File: config.mk
export PLATFORM = sky130hd
export DESIGN_NAME = tmcg_ctrl
export DESIGN_NICKNAME = d
export VERILOG_FILES = /design/src/design/tmcg_pkg.sv /design/src/design/tmcg_ctrl.sv
export SDC_FILE = /design/constraint.sdc
export NUM_CORES = 1
export LEC_CHECK = 0
export BUFFER_PORTS_ARGS = -buffer_cell sky130_fd_sc_hd__buf_2
export CORE_AREA = 2 2 39 41
export CTS_CLUSTER_DIAMETER = 200
export DETAILED_ROUTE_END_ITERATION = 16
export DIE_AREA = 0 0 41 43
export PLACE_DENSITY = 0.7
export SLEW_MARGIN = 30
export SYNTH_ARGS = -nofsm -noshare
export SYNTH_HDL_FRONTEND = slang
export SYNTH_SLANG_ARGS = --single-unit
File: constraint.sdc
create_clock -name clk_i -period 3.1 [get_ports clk_i]
set_input_delay 0.155 -clock clk_i [delete_from_list [all_inputs] [get_ports clk_i]]
set_output_delay 0.155 -clock clk_i [all_outputs]
set_load 0.1 [all_outputs]
File: src/design/tmcg_pkg.sv
// ----------------------------------------------------------------------------
// tmcg_pkg
// Types and constants shared by the text-mode character generator.
// ----------------------------------------------------------------------------
`default_nettype none
package tmcg_pkg;
  localparam int PageBytes  = 1024;
  localparam int FontBytes  = 2048;
  localparam int PageAw     = $clog2(PageBytes);
  localparam int FontAw     = $clog2(FontBytes);
  localparam int ScreenCols = 40;
  localparam int ScreenLines = 24;

  localparam logic [2:0] FuncWrite = 3'd0;
  localparam logic [2:0] FuncTick  = 3'd1;
  localparam logic [2:0] FuncRender = 3'd2;
  localparam logic [2:0] FuncFont  = 3'd3;
  localparam logic [2:0] FuncClear = 3'd4;

  localparam logic [1:0] RegColour = 2'd0;
  localparam logic [1:0] RegStart  = 2'd1;
  localparam logic [1:0] RegEnd    = 2'd2;
  localparam logic [1:0] RegFlash  = 2'd3;

  // controller to datapath
  typedef struct packed {
    logic       latch;      // capture input word
    logic       wr_text;    // shadow write (clear sweep or bus write)
    logic       clr_sweep;  // clearing pass after reset
    logic       wr_font;
    logic       clr_dirty;
    logic       tick;       // advance flash counter
    logic       scan_start; // reset scan pointer
    logic       scan_step;  // one shadow byte per cycle
    logic       rd_cell;
    logic       rd_font;    // fetch glyph row
    logic       emit_row;
    logic       emit_status;
  } ctrl_t;

  typedef struct packed {
    logic bus_write;   // write hits the window
    logic flash_hit;   // toggle due on this tick
    logic scan_done;
    logic sweep_done;
    logic row_last;
    logic render_ok;
  } stat_t;

  function automatic logic [31:0] mode_colour(input logic [1:0] m);
    unique case (m)
      2'd1:    mode_colour = 32'hFFBF00FF;
      2'd2:    mode_colour = 32'h009933FF;
      default: mode_colour = 32'hFFFFFFFF;
    endcase
  endfunction
endpackage
`default_nettype wire

File: src/design/tmcg_ctrl.sv
// ----------------------------------------------------------------------------
// tmcg_ctrl
// Sequencer: clearing pass, command decode, flash scan and render rows.
// ----------------------------------------------------------------------------
`default_nettype none
module tmcg_ctrl (
  input  wire logic             clk_i,
  input  wire logic             rst_ni,
  input  wire logic             start,
  input  wire logic [2:0]       func_i,
  output logic                  busy,
  input  wire tmcg_pkg::stat_t  stat_i,
  output tmcg_pkg::ctrl_t       ctrl_o
);
  localparam logic [2:0] StSweep  = 3'd0;
  localparam logic [2:0] StIdle   = 3'd1;
  localparam logic [2:0] StExec   = 3'd2;
  localparam logic [2:0] StScan   = 3'd3;
  localparam logic [2:0] StDrain  = 3'd4;
  localparam logic [2:0] StCell   = 3'd5;
  localparam logic [2:0] StRows   = 3'd6;
  localparam logic [2:0] StStatus = 3'd7;

  logic [2:0] state_q, state_d;
  logic [2:0] func_q;
  logic       first_q;

  always_ff @(posedge clk_i or negedge rst_ni) begin
    if (!rst_ni) begin
      state_q <= StSweep; func_q <= '0; first_q <= 1'b0;
    end else begin
      state_q <= state_d;
      if (start && !busy) func_q <= func_i;
      first_q <= (state_q == StCell);
    end
  end

  assign busy = (state_q != StIdle);

  always_comb begin
    ctrl_o  = '0;
    state_d = state_q;
    ctrl_o.latch = start && !busy;
    unique case (state_q)
      StSweep: begin
        ctrl_o.clr_sweep = !stat_i.sweep_done;
        ctrl_o.wr_text   = !stat_i.sweep_done;
        if (stat_i.sweep_done) state_d = StIdle;
      end
      StIdle: if (start) state_d = StExec;
      StExec: begin
        state_d = StStatus;
        priority case (func_q)
          tmcg_pkg::FuncWrite: ctrl_o.wr_text = stat_i.bus_write;
          tmcg_pkg::FuncFont:  ctrl_o.wr_font = 1'b1;
          tmcg_pkg::FuncClear: ctrl_o.clr_dirty = 1'b1;
          tmcg_pkg::FuncTick: begin
            ctrl_o.tick = 1'b1;
            ctrl_o.scan_start = 1'b1;
            if (stat_i.flash_hit) state_d = StScan;
          end
          tmcg_pkg::FuncRender: if (stat_i.render_ok) state_d = StCell;
          default: ;
        endcase
      end
      StScan: begin
        ctrl_o.scan_step = 1'b1;
        if (stat_i.scan_done) state_d = StDrain;
      end
      StDrain: state_d = StStatus;
      StCell: begin
        ctrl_o.rd_cell = 1'b1;
        state_d = StRows;
      end
      StRows: begin
        ctrl_o.rd_font  = !stat_i.row_last || first_q;
        ctrl_o.emit_row = !first_q;
        if (!first_q && stat_i.row_last) state_d = StIdle;
      end
      default: begin
        ctrl_o.emit_status = 1'b1;
        state_d = StIdle;
      end
    endcase
  end
  logic unused_w;
  assign unused_w = ^func_q;
endmodule
`default_nettype wire

==> impl_metrics.ini <==
[outcome]
status = finished, final reports clean

[floorplan]
initial_core_util = 0.377
num_rows = 14
die_area_sq_mm = 0.00176
core_sq_mm = 0.00138
dieWidth_um = 41
ios = 25
die_h_um = 43

[drt]
wl_met2_um = 574
wl_per_cell_um = 11.9
drtPass1Iterations = 4
drc = 0
wl_met3_um = 65
ant_nets = 0
vias = 514
topRoutingLayerUsed = met4
first_iter_violations = 8
viasPerCell = 5.24
wl_um = 1170
wl_met1_um = 495

[final_layout]
fin_nets = 96
fin_cells = 98
drive_gt1_frac = 0.439
area_growth_pct = 30.5
fillerInstances = 131
multi_input_area_sq_um = 314
register_area_sq_um = 175
insertedDiodeCount = 0

[global_route]
overflow = 0
grt_usage = 0.163
grt_pass1_wl_um = 1860
grt_max_degree = 20
antenna_found_initial = 0
grt_pass1_vias = 451

[timing]
worst_slew_pin_slew_ps = 569
finalCriticalPeriod_ps = 2180
finalMaxSlewViolations = 0
max_freq_ghz = 0.459
maxSlewHeadroom = 0.621
rsz0062_at_grt = no
hold_viol_final = 0
min_period_over_period = 0.704
clock_skew_ps = 2.70
setup_violations = 0

[setup_path]
cp_slowest_cell = dfrtp_1
critPathRequiredTime_ps = 2940
slowest_delay_ps = 700
cp-end-kind = output pin
startpoint = state_q[0]
cp_max_fo = 19
path_buf_inv = 1
critPathKind = reg2out
cp.arrival_ps = 2030
rr_endpoint = func_q[1]
endpoint = ctrl_o[11]
cp.depth = 3
path_cells = or3b_4 > nor2_8 > buf_2
crit_family = flip-flops
worst_setup_path_start_kind = flop
worstRegToRegCells = 3
reg2reg_from = state_q[0]
r2r_slack_ps = 1320

[logic_synthesis]
synth_flop_cell = dfrtp_1
synth_common_cells = dfrtp_1, nand2_1, inv_1, nor2_1
synth_cell_types = 30
synth_area_leaders = dfrtp_1, o22ai_2, mux2_2
yosys_register_bits = 7
synth_cells = 57
synth_top_area_cell = dfrtp_1
yosysMostFrequentCell = dfrtp_1
synth_fp_nets = 70
yosys_warnings = 0
syn-cell-area_sq_um = 522
synthArstFlopShare = 1.00
synth_edf_count = 0
synth_seq_area_share = 0.336
synth_top_area_frac = 0.336
post_synth.cell_area_avg_sq_um = 9.15

[clocking]
cts_buffers = 3
root_buffer = clkbuf_4
clk_pin_slew_ps = 50
clk-insertion-delay-late_ps = 260
cts.htree.levels = 1
cts_setup_buffers = 0
clkSinkCount = 7
clockBufferDepth = 2
cts_tree = done

[placed_design]
port_buffers = 24
dpl.cell_count = 93
gp_congestion = 0.744

[job]
drv_cap = 0

[worst_hold_path]
holdCritPathClass = in2reg
==> worst min path at each step <==
stage	from	to	slack, ps	cells past startpoint
finish	func_i[2]	func_q[2]	110	3
global route	func_i[2]	func_q[2]	120	3
global placement	rst_ni	first_q	-5	1
detailed placement	rst_ni	first_q	-3	1
CTS	func_i[2]	func_q[2]	110	3
floorplan	rst_ni	first_q	-140	0
==> tightest hold or removal path: stages <==
cell and delay (ps):
buf_2 70, nand2_1 40, o21ai_0 60
==> cells by family (layout without fill, tap and decap cells) <==
logic type | Yosys count | count (layout) | share of synthesized area
fa+ha+maj | 1 | 1 | 0.0240
buf+inv | 8 | 33 | 0.0863
xor+xnor | 1 | 1 | 0.0168
compound gates | 14 | 14 | 0.216
simple gates | 24 | 24 | 0.278
mux | 2 | 2 | 0.0432
flops | 7 | 7 | 0.336
==> metrics by stage <==
step           TNS [ps]  area, sq um  hold slack (ps)  utilization  setup slack, ps
6_report              0          681              106        0.492              919
5_1_grt               0          681              120        0.492              822
4_1_cts               0          681              107        0.492              910
3_5_place_dp          0          644            -2.63        0.466             1180
3_3_place_gp          0          644            -4.58        0.466             1230
2_1_floorplan     -69.1          534             -141            -            -69.1
==> cell usage in the layout (no fill, tap or decap), drive strengths merged, types with 2 or more instances in the layout <==
master,Yosys,final
a31oi,2,2
and3,3,3
buf,3,24
clkbuf,1,4
dfrtp,7,7
inv,4,4
mux2,2,2
nand2,5,5
nor2,5,5
nor2b,2,2
nor3,3,3
nor4,2,2
o22ai,4,4
==> state kept, by name, summed over array words and instances, names as in the netlist <==
signal	cells
first_q	1
func_q	3
state_q	3
==> layout make-up <==
type                       count  area share
clock buffer                   4      0.0386
inverter                       4      0.0221
multi-input combinational     42       0.461
sequential                     7       0.257
tap                           16      0.0294
timing repair buffer          25       0.191
==> per-layer routing <==
layer  global-route usage  up-vias
met1                0.188      236
met5                    0        -
met4                0.120        0
met2                0.250       17
met3               0.0314        5
li1                     -      256
==> timing repair <==
action | 4_1_cts | 5_1_grt
resized for setup | 0 | 0
endpoints found under the hold margin | 7 | 0
hold buffers | 1 | 0
Power is left out: the tool's default activity adds up to more than one toggle a clock period on the data nets, which glitch-free logic cannot reach.
